`src/hcd_pkg.sv`:
```
package hcd_pkg;

  localparam int unsigned HoursW = 32;
  localparam int unsigned YearW  = 19;
  localparam int unsigned MonW   = 4;
  localparam int unsigned DayW   = 5;
  localparam int unsigned KvalW  = 28;
  localparam int unsigned PcW    = 5;

  localparam logic [31:0] RECIP3     = 32'hAAAA_AAAB;  // floor(x/3) = (x*RECIP3) >> 33
  localparam int unsigned EraDays    = 146097;
  localparam int unsigned CentDays   = 36524;
  localparam int unsigned QuadDays   = 1461;
  localparam int unsigned YearDays   = 365;
  localparam int unsigned EpochShift = 719468;         // 0000-03-01 to 1970-01-01

  localparam logic [2:0] OP_MUL  = 3'd0;
  localparam logic [2:0] OP_ADD  = 3'd1;
  localparam logic [2:0] OP_CSUB = 3'd2;
  localparam logic [2:0] OP_MON  = 3'd3;
  localparam logic [2:0] OP_DONE = 3'd4;

  localparam logic [3:0] MP_FEB = 4'd11;

  typedef struct packed {
    logic [2:0]       op;
    logic [KvalW-1:0] kval;
    logic [YearW-1:0] wval;
    logic [PcW-1:0]   tgt;
  } hcd_cw_t;

  typedef struct packed {
    logic loop;
  } hcd_stat_t;

  function automatic hcd_cw_t cw_csub(input int unsigned k, input int unsigned w);
    hcd_cw_t c;
    c.op   = OP_CSUB;
    c.kval = KvalW'(k);
    c.wval = YearW'(w);
    c.tgt  = '0;
    return c;
  endfunction

  function automatic hcd_cw_t ucode(input logic [PcW-1:0] pc);
    hcd_cw_t c;
    c = '{op: OP_DONE, kval: '0, wval: '0, tgt: '0};
    case (pc)
      5'd0:  c.op = OP_MUL;
      5'd1:  begin
        c.op   = OP_ADD;
        c.kval = KvalW'(EpochShift);
      end
      5'd2:  c = cw_csub(EraDays * 1024, 400 * 1024);
      5'd3:  c = cw_csub(EraDays * 512, 400 * 512);
      5'd4:  c = cw_csub(EraDays * 256, 400 * 256);
      5'd5:  c = cw_csub(EraDays * 128, 400 * 128);
      5'd6:  c = cw_csub(EraDays * 64, 400 * 64);
      5'd7:  c = cw_csub(EraDays * 32, 400 * 32);
      5'd8:  c = cw_csub(EraDays * 16, 400 * 16);
      5'd9:  c = cw_csub(EraDays * 8, 400 * 8);
      5'd10: c = cw_csub(EraDays * 4, 400 * 4);
      5'd11: c = cw_csub(EraDays * 2, 400 * 2);
      5'd12: c = cw_csub(EraDays, 400);
      5'd13: c = cw_csub(CentDays * 2, 200);
      5'd14: c = cw_csub(CentDays, 100);
      5'd15: c = cw_csub(QuadDays * 16, 64);
      5'd16: c = cw_csub(QuadDays * 8, 32);
      5'd17: c = cw_csub(QuadDays * 4, 16);
      5'd18: c = cw_csub(QuadDays * 2, 8);
      5'd19: c = cw_csub(QuadDays, 4);
      5'd20: c = cw_csub(YearDays * 2, 2);
      5'd21: c = cw_csub(YearDays, 1);
      5'd22: begin
        c.op  = OP_MON;
        c.tgt = 5'd22;
      end
      default: c.op = OP_DONE;
    endcase
    return c;
  endfunction

  // month index 0 = March
  function automatic logic [DayW-1:0] month_len(input logic [MonW-1:0] mp);
    logic [DayW-1:0] l;
    case (mp)
      4'd1, 4'd3, 4'd6, 4'd8: l = 5'd30;
      4'd11:                  l = 5'd29;
      default:                l = 5'd31;
    endcase
    return l;
  endfunction

endpackage

```
`src/hcd_datapath.sv`:
```
module hcd_datapath (
  input  logic                         clk,
  input  logic                         start,
  input  logic [hcd_pkg::HoursW-1:0]   hours,
  input  hcd_pkg::hcd_cw_t             cw,
  output hcd_pkg::hcd_stat_t           stat,
  output logic [hcd_pkg::YearW-1:0]    year,
  output logic [hcd_pkg::MonW-1:0]     month,
  output logic [hcd_pkg::DayW-1:0]     day_of_month
);
  import hcd_pkg::*;

  logic [HoursW-1:0] acc_r, acc_nxt;
  logic [YearW-1:0]  year_r, year_nxt;
  logic [MonW-1:0]   mp_r, mp_nxt;
  logic [60:0]       prod;
  logic [DayW-1:0]   mlen;
  logic              ge;
  logic              mon_go;

  assign prod   = {32'b0, acc_r[HoursW-1:3]} * {29'b0, RECIP3};
  assign mlen   = month_len(mp_r);
  assign ge     = acc_r >= {{(HoursW-KvalW){1'b0}}, cw.kval};
  assign mon_go = (mp_r != MP_FEB) && (acc_r >= {{(HoursW-DayW){1'b0}}, mlen});

  always_comb begin
    acc_nxt  = acc_r;
    year_nxt = year_r;
    mp_nxt   = mp_r;
    case (cw.op)
      OP_MUL:  acc_nxt = {{(HoursW-KvalW){1'b0}}, prod[60:33]};
      OP_ADD:  acc_nxt = acc_r + {{(HoursW-KvalW){1'b0}}, cw.kval};
      OP_CSUB: begin
        if (ge) begin
          acc_nxt  = acc_r - {{(HoursW-KvalW){1'b0}}, cw.kval};
          year_nxt = year_r + cw.wval;
        end
      end
      OP_MON: begin
        if (mon_go) begin
          acc_nxt = acc_r - {{(HoursW-DayW){1'b0}}, mlen};
          mp_nxt  = mp_r + 4'd1;
        end
      end
      default: ;
    endcase
  end

  always_ff @(posedge clk) begin
    if (start) begin
      acc_r  <= hours;
      year_r <= '0;
      mp_r   <= '0;
    end else begin
      acc_r  <= acc_nxt;
      year_r <= year_nxt;
      mp_r   <= mp_nxt;
    end
  end

  assign stat.loop    = (cw.op == OP_MON) && mon_go;
  assign year         = year_r + {{(YearW-1){1'b0}}, (mp_r >= 4'd10)};
  assign month        = (mp_r < 4'd10) ? mp_r + 4'd3 : mp_r - 4'd9;
  assign day_of_month = acc_r[DayW-1:0] + 5'd1;

endmodule

```
`src/hours_to_calendar_date_unit.sv`:
```
// Channel   Ports                                        Direction
// in        in_valid, in_stall, in_hours_since_epoch     request in
// out       out_valid, out_stall, out_year, out_month,   result out
//           out_day_of_month
//
// One request at a time; a microcode ROM steps a shared multiply/add/subtract datapath.
// Each request runs 22 fixed steps (divide by 24, epoch shift, 400/100/4/1-year
// removal), one step per month removed (0 to 11), a final month check and the
// result write.
// in_stall is high while a request is in work; the result register holds until taken.
// rst_n is synchronous and clears the sequencer and valid flags only.
module hours_to_calendar_date_unit (
  input  logic                          clk,
  input  logic                          rst_n,
  input  logic                          in_valid,
  output logic                          in_stall,
  input  logic [hcd_pkg::HoursW-1:0]    in_hours_since_epoch,
  output logic                          out_valid,
  input  logic                          out_stall,
  output logic [hcd_pkg::YearW-1:0]     out_year,
  output logic [hcd_pkg::MonW-1:0]      out_month,
  output logic [hcd_pkg::DayW-1:0]      out_day_of_month
);
  import hcd_pkg::*;

  logic             busy_r, busy_nxt;
  logic [PcW-1:0]   pc_r, pc_nxt;
  logic             out_valid_r, out_valid_nxt;
  logic [YearW-1:0] year_r;
  logic [MonW-1:0]  month_r;
  logic [DayW-1:0]  day_r;
  logic             start;
  logic             finish;
  hcd_cw_t          cw;
  hcd_stat_t        stat;
  logic [YearW-1:0] dp_year;
  logic [MonW-1:0]  dp_month;
  logic [DayW-1:0]  dp_day;

  assign in_stall = busy_r;
  assign start    = in_valid && !busy_r;
  assign cw       = ucode(pc_r);
  assign finish   = busy_r && (cw.op == OP_DONE) && (!out_valid_r || !out_stall);

  hcd_datapath u_dp (
    .clk          (clk),
    .start        (start),
    .hours        (in_hours_since_epoch),
    .cw           (cw),
    .stat         (stat),
    .year         (dp_year),
    .month        (dp_month),
    .day_of_month (dp_day)
  );

  always_comb begin
    busy_nxt      = busy_r;
    pc_nxt        = pc_r;
    out_valid_nxt = out_valid_r;
    if (out_valid_r && !out_stall) begin
      out_valid_nxt = 1'b0;
    end
    if (start) begin
      busy_nxt = 1'b1;
      pc_nxt   = '0;
    end else if (busy_r) begin
      if (cw.op == OP_DONE) begin
        if (finish) begin
          busy_nxt      = 1'b0;
          out_valid_nxt = 1'b1;
        end
      end else if (stat.loop) begin
        pc_nxt = cw.tgt;
      end else begin
        pc_nxt = pc_r + 5'd1;
      end
    end
  end

  always_ff @(posedge clk) begin
    if (!rst_n) begin
      busy_r      <= 1'b0;
      pc_r        <= '0;
      out_valid_r <= 1'b0;
    end else begin
      busy_r      <= busy_nxt;
      pc_r        <= pc_nxt;
      out_valid_r <= out_valid_nxt;
    end
  end

  always_ff @(posedge clk) begin
    if (finish) begin
      year_r  <= dp_year;
      month_r <= dp_month;
      day_r   <= dp_day;
    end
  end

  assign out_valid        = out_valid_r;
  assign out_year         = year_r;
  assign out_month        = month_r;
  assign out_day_of_month = day_r;

endmodule

```
`config.mk`:
```
export PLATFORM = sky130hd
export DESIGN_NAME = hours_to_calendar_date_unit
export DESIGN_NICKNAME = d
export VERILOG_FILES = /design/src/hcd_pkg.sv /design/src/hcd_datapath.sv /design/src/hours_to_calendar_date_unit.sv
export SDC_FILE = /design/constraint.sdc
export NUM_CORES = 1
export LEC_CHECK = 0
export ABC_AREA = 0
export BUFFER_PORTS_ARGS = -buffer_cell sky130_fd_sc_hd__buf_2
export CAP_MARGIN = 25
export CELL_PAD_IN_SITES_DETAIL_PLACEMENT = 0
export CELL_PAD_IN_SITES_GLOBAL_PLACEMENT = 1
export CORE_MARGIN = 5
export CORE_UTILIZATION = 25
export CTS_BUF_LIST = sky130_fd_sc_hd__clkbuf_4
export DETAILED_ROUTE_END_ITERATION = 10
export GPL_TIMING_DRIVEN = 0
export PLACE_DENSITY = 0.52
export SYNTH_ARGS = -nofsm -noshare
export SYNTH_HDL_FRONTEND = slang
export SYNTH_SLANG_ARGS = --single-unit
```
`constraint.sdc`:
```
create_clock -name clk -period 7.7 [get_ports clk]
set_input_delay 1.155 -clock clk [delete_from_list [all_inputs] [get_ports clk]]
set_output_delay 1.155 -clock clk [all_outputs]
set_load 0.01 [all_outputs]
```
==> impl_table.tex, run 1 <==
\begin{tabular}{lr}
\hline
Metric & Value \\
\hline
\multicolumn{2}{l}{\textbf{Synth}} \\
\quad Most frequently used cell type in the post-synthesis netlist & ha\_1 \\
\quad Cell area after synthesis & about 22000 um\^{}2 \\
\quad Seq/Total Area, Yosys & about 11\% \\
\quad Number of instances in the synthesized netlist & 2494 \\
\quad Commonest cells in the synthesized netlist & 400 x ha\_1, 367 x inv\_1, 211 x fa\_1 \\
\quad Post-synth ARST share & 0\% \\
\quad Flip-flop and latch count after synthesis & 90 \\
\quad Warnings from Yosys & 0 \\
\quad Number of flops mapped to enable cells by yosys & 60 \\
\quad Most area-hungry cell type in the Yosys netlist & ha\_1 \\
\quad Syn\_area\_per\_cell & 8.67 um\^{}2 \\
\quad Synth top area cells & ha\_1 23\%, fa\_1 20\%, edfxtp\_1 8.3\% \\
\quad Count of different cell masters after synthesis & 97 \\
\quad Fraction of post-synthesis cell area in the top cell type by area & 23.1\% \\
\quad Net count after synthesis & 3141 \\
\quad Most used DFF post-synth & edfxtp\_1 \\
\multicolumn{2}{l}{\textbf{GRT}} \\
\quad Largest net degree at the start of global routing & 33 \\
\quad Initial antenna violation count & 3 \\
\quad First-pass GRT wire length & 124 mm \\
\quad Global route total overflow & 0 \\
\quad Vias in the first global route & 19437 \\
\quad Total track usage & 17.4\% \\
\multicolumn{2}{l}{\textbf{Placement}} \\
\quad IO buf count & 65 \\
\quad Routability cong. & approximately 0.88 \\
\quad Hpwl dp & 69.6 mm \\
\quad Cell count after placement & 3708 \\
\quad Worst slack at placement & -1720 ps \\
\multicolumn{2}{l}{\textbf{Worst setup path}} \\
\quad Number of cells on the critical path & 25 \\
\quad Buffers plus inverters on the worst setup path & 6 \\
\quad Longest individual stage delay on the worst path & 620 ps \\
\quad Arrival @ worst endpoint & 8010 ps \\
\quad Cell repeated most along the worst path & fa\_2 \\
\quad Startpoint type of the worst setup path & register \\
\quad Critical path fanouts, max & 5 \\
\quad CP max stage cell & fa\_2 \\
\quad Largest delay share family, worst path & adder cells \\
\quad Number of cells traversed by the worst register-to-register path & 25 \\
\quad Category of the worst setup path capture point & register \\
\quad Reg-to-reg slack, setup & around 86 ps \\
\quad Kind of critical path & register to register \\
\quad Data required time at the worst endpoint & 8090 ps \\
\multicolumn{2}{l}{\textbf{Floorplanning}} \\
\quad Die Y-Extent & 304 um \\
\quad I/O pin total & 66 \\
\quad Initial core utilization & 25.3\% \\
\quad Area of the core & 85500 um\^{}2 \\
\quad Total die area & 92500 um\^{}2 \\
\quad Die width & roughly 300 um \\
\quad Row count & 107 \\
\multicolumn{2}{l}{\textbf{Timing}} \\
\quad Layout Skew & 37.4 ps \\
\quad Setup\_tns & 0 ps \\
\quad Final setup slack of the worst path & between 80 and 90 ps \\
\quad RSZ-0062 raised after global routing & yes \\
\quad Achievable frequency & 131 MHz \\
\quad Endpoints failing setup & 0 \\
\quad Hold Violations, Final & 0 \\
\quad Number of pins exceeding their max-slew limit in the final report & 0 \\
\quad Worst slew pin tran & 1020 ps \\
\quad Relative max-transition margin & 31.7\% \\
\quad Min Clock Period, post-route & 7610 ps \\
\quad Portion of the clock cycle consumed by the worst path in the final layout & between 90\% and 100\% \\
\multicolumn{2}{l}{\textbf{Drt}} \\
\quad Detail-routed via count per cell & $\sim$4.9 \\
\quad DR DRC count & 0 \\
\quad Count of vias placed by the detailed router & 18598 \\
\quad Detailed Routing Iterations Pass 1 & 5 \\
\quad Post-DR wirelength/cell & 21.7 um \\
\quad Routed Antenna Nets & 0 \\
\quad Count of routing violations after the opening detailed-route iteration & around 1100 \\
\quad Wire length reported by the detailed router & around 80 mm \\
\multicolumn{2}{l}{\textbf{Final layout}} \\
\quad Final standard cell utilization of the core & between 20\% and 30\% \\
\quad Area of the multi-input gates & $\sim$18000 um\^{}2 \\
\quad Layout Nets & between 3000 and 4000 \\
\quad Area grow syn2layout & 13.6\% \\
\quad Fraction of final layout cells sized beyond drive strength 1 & 11.9\% \\
\quad Storage cell area & 2400 um\^{}2 \\
\quad FILL cells & 9202 \\
\quad Non-filler cells, final & 3787 \\
\multicolumn{2}{l}{\textbf{Clock tree}} \\
\quad Number of clock sinks & 90 \\
\quad CTS clock-pin slew for the worst setup and hold paths & 200 ps \\
\quad CTS tree & built \\
\quad Clock tree root buffer cell & clkbuf\_4 \\
\quad H-tree lvl count & 3 \\
\quad Number of clock buffers inserted by TritonCTS & 9 \\
\quad Source-to-sink clock delay at the later pin of the worst-skew pair & just over 600 ps \\
\quad Clock buffer depth & 2 \\
\multicolumn{2}{l}{\textbf{Hold path}} \\
\quad Worst min-delay path class & register to register \\
\quad Number of cells on the worst hold path & 2 \\
\multicolumn{2}{l}{\textbf{Run}} \\
\quad Max\_cap viols & 0 \\
\multicolumn{2}{l}{\textbf{Run status}} \\
\quad Run status & finished clean \\
\hline
\end{tabular}
path summary, 6_finish.rpt:
check / from / endpoint
max: u_dp.acc_r[8]$_DFFE_PP_ / u_dp.acc_r[16]$_DFFE_PP_
min: out_valid$_SDFF_PN0_ / out_valid$_SDFF_PN0_
max reg2reg: u_dp.acc_r[8]$_DFFE_PP_ / u_dp.acc_r[16]$_DFFE_PP_
min reg2reg: out_valid$_SDFF_PN0_ / out_valid$_SDFF_PN0_
sequential cells by signal (all words and copies together) (netlist names):
name	cells
pc_r	5
out_year	19
u_dp.year_r	19
u_dp.acc_r	32
out_month	4
out_valid	1
u_dp.mp_r	4
out_day_of_month	5
in_stall	1
stage by stage:
| step | area [um^2] | hold slack [ps] |
|---|---|---|
| global placement | 23400 | 476 |
| detailed placement | 23500 | 520 |
| floorplan | 21600 | 485 |
| CTS | 24100 | 544 |
| finish | 24600 | 539 |
| global route | 24600 | 570 |
tightest hold or removal path: cells and delay by family, from the launching register on:
kind | cells | cell delay, ps
AND/OR/NAND/NOR | 1 | 70
AO/OA/AOI/OAI | 1 | 60
flip-flops | 1 | 380
cell usage in the layout (no fill, tap or decap), types with 22 or more instances in the layout:
| cell | n |
|---|---|
| a21o_1 | 64 |
| a21oi_1 | 163 |
| buf_2 | 89 |
| buf_4 | 60 |
| clkbuf_1 | 46 |
| dfxtp_1 | 30 |
| edfxtp_1 | 60 |
| fa_1 | 194 |
| ha_1 | 380 |
| inv_1 | 351 |
| mux2i_1 | 22 |
| nand2_1 | 141 |
| nand2b_1 | 25 |
| nand3_1 | 52 |
| nor2_1 | 176 |
| nor2b_1 | 25 |
| nor3_1 | 37 |
| o21ai_0 | 104 |
| o21bai_1 | 26 |
| o22ai_1 | 25 |
| xnor2_1 | 88 |
| xor2_1 | 27 |
kinds of logic (layout without fill, tap and decap cells):
group	count (synthesis)	after routing	share of synthesized area [%]
fa+ha+maj	611	611	42.7
flops	90	90	11.1
buf+inv	451	595	8.15
simple gates	577	577	12.8
compound gates	622	622	19.3
xor+xnor	118	118	4.78
mux	25	25	1.17
other cells	0	5	0
what timing repair did:
item	CTS	global route
hold endpoints to repair	0	0
gates cloned	0	0
endpoints found under the setup margin	28	25
gates resized for setup	54	60
pin swaps	19	44
setup buffers	34	24
hold buffers	0	0
cell type report:
type                            count  area share [%]
Antenna cell                        5          0.0509
Buffer                             82            1.57
Clock buffer                        9           0.275
Clock inverter                      7           0.239
Inverter                          369            5.74
Multi-Input combinational cell   1953            73.1
Sequential cell                    90            9.78
Tap cell                         1144            5.83
Timing Repair Buffer              128            3.43
metal layers:
metal / global-route usage [%] / vias to the layer above / routed length (um)
met4: 3.32 / 0 / 1560
met2: 32.0 / 306 / 41700
met3: 1.20 / 63 / 1900
li1: - / 8962 / -
met1: 22.6 / 9267 / 37000
met5: 0 / - / 0
Power of run 1 is not shown: default switching activity piles up to over one toggle a cycle in this logic, so the estimate is an artifact.
==> inputs of run 2 (changes only) <==
- ABC_AREA: 0 -> 1
- PLACE_DENSITY: 0.52 -> 0.54
==> run 2 against run 1 <==
Compared with the run above: non-clock buffer count is 55 lower; synthesized area rose by 18%; sequential share of layout area shrank 1.3 points; clock-buffer cell count is 1 higher; flip-flop and latch count did not move; critical path type unchanged.
==> impl_table.tex, run 2 <==
\begin{tabular}{lr}
\hline
Metric & Value \\
\hline
\multicolumn{2}{l}{\textbf{Run status}} \\
\quad Run status & finished clean \\
\multicolumn{2}{l}{\textbf{Worst setup path}} \\
\quad Reg-to-reg slack, setup & 270 ps \\
\quad Startpoint type of the worst setup path & register \\
\quad Data required time at the worst endpoint & 8080 ps \\
\quad Arrival @ worst endpoint & approximately 7800 ps \\
\quad Kind of critical path & register to register \\
\quad Critical path fanouts, max & 5 \\
\quad Category of the worst setup path capture point & register \\
\quad Number of cells traversed by the worst register-to-register path & 25 \\
\quad Reg-to-reg critical path startpoint & u\_dp.acc\_r[13]\$\_DFFE\_PP\_ \\
\quad Reg-to-reg endpoint & u\_dp.acc\_r[3]\$\_DFFE\_PP\_ \\
\multicolumn{2}{l}{\textbf{Hold path}} \\
\quad Worst min-delay path class & register to register \\
\quad Origin of the worst min-delay path & out\_valid\$\_SDFF\_PN0\_ \\
\quad Number of cells on the worst hold path & 2 \\
\quad Hold Path Sink & out\_valid\$\_SDFF\_PN0\_ \\
\multicolumn{2}{l}{\textbf{Timing}} \\
\quad Achievable frequency & about 130 MHz \\
\quad Number of pins exceeding their max-slew limit in the final report & 0 \\
\quad Portion of the clock cycle consumed by the worst path in the final layout & 96.5\% \\
\quad Relative max-transition margin & between 30 and 40\% \\
\quad Setup\_tns & 0 ps \\
\quad Hold Violations, Final & 0 \\
\quad Final setup slack of the worst path & around 270 ps \\
\quad Worst slew pin tran & 911 ps \\
\quad Min Clock Period, post-route & 7430 ps \\
\quad Endpoints failing setup & 0 \\
\quad Layout Skew & between 60 and 70 ps \\
\multicolumn{2}{l}{\textbf{Drt}} \\
\quad Detail-routed via count per cell & between 4 and 5 \\
\quad Count of routing violations after the opening detailed-route iteration & 1491 \\
\quad Post-DR wirelength/cell & 20.3 um \\
\quad Count of vias placed by the detailed router & 24420 \\
\quad Wire length reported by the detailed router & 111 mm \\
\quad Detailed Routing Iterations Pass 1 & 6 \\
\quad Routed Antenna Nets & 0 \\
\quad DR DRC count & 0 \\
\multicolumn{2}{l}{\textbf{Floorplanning}} \\
\quad Initial core utilization & 25.2\% \\
\quad Total die area & 109000 um\^{}2 \\
\quad Area of the core & around 100000 um\^{}2 \\
\quad Die Y-Extent & 330 um \\
\quad Row count & roughly 120 \\
\quad Die width & around 330 um \\
\quad I/O pin total & 66 \\
\multicolumn{2}{l}{\textbf{Synth}} \\
\quad Seq/Total Area, Yosys & 9.40\% \\
\quad Syn\_area\_per\_cell & 6.46 um\^{}2 \\
\quad Number of flops mapped to enable cells by yosys & 60 \\
\quad Commonest cells in the synthesized netlist & 1166 x nand2\_1, 851 x inv\_1, 416 x nor2\_1 \\
\quad Net count after synthesis & 4605 \\
\quad Fraction of post-synthesis cell area in the top cell type by area & about a fifth \\
\quad Cell area after synthesis & 25600 um\^{}2 \\
\quad Count of different cell masters after synthesis & 45 \\
\quad Flip-flop and latch count after synthesis & 90 \\
\quad Synth top area cells & ha\_1 20\%, nand2\_1 17\%, fa\_1 17\% \\
\quad Post-synth ARST share & 0\% \\
\quad Most used DFF post-synth & edfxtp\_1 \\
\quad Most frequently used cell type in the post-synthesis netlist & nand2\_1 \\
\quad Warnings from Yosys & 0 \\
\quad Most area-hungry cell type in the Yosys netlist & ha\_1 \\
\quad Number of instances in the synthesized netlist & 3958 \\
\multicolumn{2}{l}{\textbf{Placement}} \\
\quad IO buf count & 65 \\
\quad Worst slack at placement & -1300 ps \\
\quad Hpwl dp & 98.5 mm \\
\quad Routability cong. & 0.920 \\
\quad Placement-stage cell area & 27700 um\^{}2 \\
\multicolumn{2}{l}{\textbf{Clock tree}} \\
\quad H-tree lvl count & 3 \\
\quad Clock tree root buffer cell & clkbuf\_4 \\
\quad Number of clock buffers inserted by TritonCTS & 9 \\
\quad CTS clock-pin slew for the worst setup and hold paths & 210 ps \\
\quad Number of hold buffers added after CTS & 0 \\
\quad Number of clock sinks & 90 \\
\quad Source-to-sink clock delay at the later pin of the worst-skew pair & 630 ps \\
\quad CTS tree & built \\
\quad Clock buffer depth & 2 \\
\multicolumn{2}{l}{\textbf{GRT}} \\
\quad Global route total overflow & 0 \\
\quad Total track usage & 20.2\% \\
\quad Met3 layer usage reported by global route & 1.05\% \\
\quad Layer carrying the most global-route usage & met2 \\
\quad Global-route track usage on met2 & 35.0\% \\
\quad Initial antenna violation count & 2 \\
\quad First-pass GRT wire length & 162 mm \\
\quad Vias in the first global route & 24793 \\
\quad Met1 usage & 27.1\% \\
\quad Largest net degree at the start of global routing & 22 \\
\multicolumn{2}{l}{\textbf{Final layout}} \\
\quad Max reg flops & 32 \\
\quad Most frequent cells in the layout & 1164 x nand2\_1, 848 x inv\_1, 403 x nor2\_1, 396 x ha\_1, 235 x nand3\_1 \\
\quad Fraction of final layout cells sized beyond drive strength 1 & under 10\% \\
\quad Area grow syn2layout & 10.6\% \\
\quad Register ranked first by flip-flop count & u\_dp.acc\_r \\
\quad FILL cells & approximately 12000 \\
\quad Most common cell after layout, fill and taps aside & nand2\_1 \\
\quad Layout Cell Area excl Fill & 28300 um\^{}2 \\
\quad Layout Nets & 4720 \\
\quad Final standard cell utilization of the core & about 28\% \\
\multicolumn{2}{l}{\textbf{Run}} \\
\quad Max\_cap viols & 0 \\
\hline
\end{tabular}
[run 2: cell count changes after synthesis, moves of 34 or more]
cell and change:
nand2_1 +1022, a21oi_1 -40, inv_1 +484, a21o_1 -55, clkbuf_1 -34, xnor2_1 -59, nand3_1 +186, nor2_1 +239
nand4_1 +38
[run 2: area by class of cell]
class / instances / area [um^2] / share of cell area (%)
Clock buffer: 10 / 75.1 / 0.265
Multi-Input combinational cell: 2957 / 19800 / 70.0
Inverter: 860 / 3240 / 11.4
Buffer: 49 / 265 / 0.938
Clock inverter: 6 / 90.1 / 0.319
Timing Repair Buffer: 106 / 701 / 2.48
Tap cell: 1368 / 1710 / 6.05
Antenna cell: 1 / 2.50 / 0.00885
Sequential cell: 90 / 2400 / 8.50
[run 2: metrics by stage]
stage / hold WS, ps / instances
6_report: 526 / 5447
5_1_grt: 556 / 5447
4_1_cts: 529 / 5428
3_5_place_dp: 509 / 5394
3_3_place_gp: 468 / 5391
2_1_floorplan: 474 / 3958
[run 2: cells by family after synthesis]
group           after synthesis  synth area share, %
buf+inv                     911                 13.7
fa+ha+maj                   611                 36.1
simple gates               1986                 32.0
compound gates              273                 5.85
xor+xnor                     87                 2.98
flops                        90                 9.40
[run 2: worst max-delay path by stage]
stage | start | slack [ps] | endpoint | cells after the start
final | u_dp.acc_r[13]$_DFFE_PP_ | 270 | u_dp.acc_r[3]$_DFFE_PP_ | 25
after global routing | u_dp.acc_r[13]$_DFFE_PP_ | -0.5 | u_dp.acc_r[3]$_DFFE_PP_ | 25
after CTS | u_dp.acc_r[13]$_DFFE_PP_ | 20 | u_dp.acc_r[26]$_DFFE_PP_ | 29
after detailed placement | u_dp.acc_r[13]$_DFFE_PP_ | -1300 | u_dp.acc_r[26]$_DFFE_PP_ | 29
after global placement | u_dp.acc_r[13]$_DFFE_PP_ | -1300 | u_dp.acc_r[26]$_DFFE_PP_ | 29
after floorplan | u_dp.acc_r[19]$_DFFE_PP_ | 1140 | u_dp.acc_r[26]$_DFFE_PP_ | 27
[run 2: repair_timing]
action / 4_1_cts / 5_1_grt
pin swaps: 0 / 2
endpoints found under the setup margin: 28 / 21
gates resized for setup: 20 / 22
setup buffers: 18 / 19
hold endpoints to repair: 0 / 0
[run 2: critical path, cell delays in order, from the launching register on]
cell,delay [ps]
edfxtp_1,480
ha_2,350
inv_1,100
fa_1,530
inv_1,160
fa_2,710
inv_1,70
fa_1,440
inv_1,140
ha_1,280
xnor2_2,320
fa_1,490
fa_1,620
fa_1,450
ha_1,340
nand2_1,150
nor2_1,310
nand2_1,220
nor2_2,260
o21ai_0,160
nand3_1,100
nand2_1,50
nand3_1,180
nand2_1,120
nand2_1,90
nand2_1,50
[run 2: per-layer routing]
| metal | up-vias | wire length, um | share of wire (%) |
|---|---|---|---|
| met2 | 438 | 52800 | 48 |
| met4 | 2 | 3860 | 3.5 |
| met3 | 102 | 2600 | 2.4 |
| met1 | 11440 | 51400 | 46 |
| met5 | - | 7 | 0.0063 |
| li1 | 12438 | - | - |
Power of run 2 is left out for the same reason.
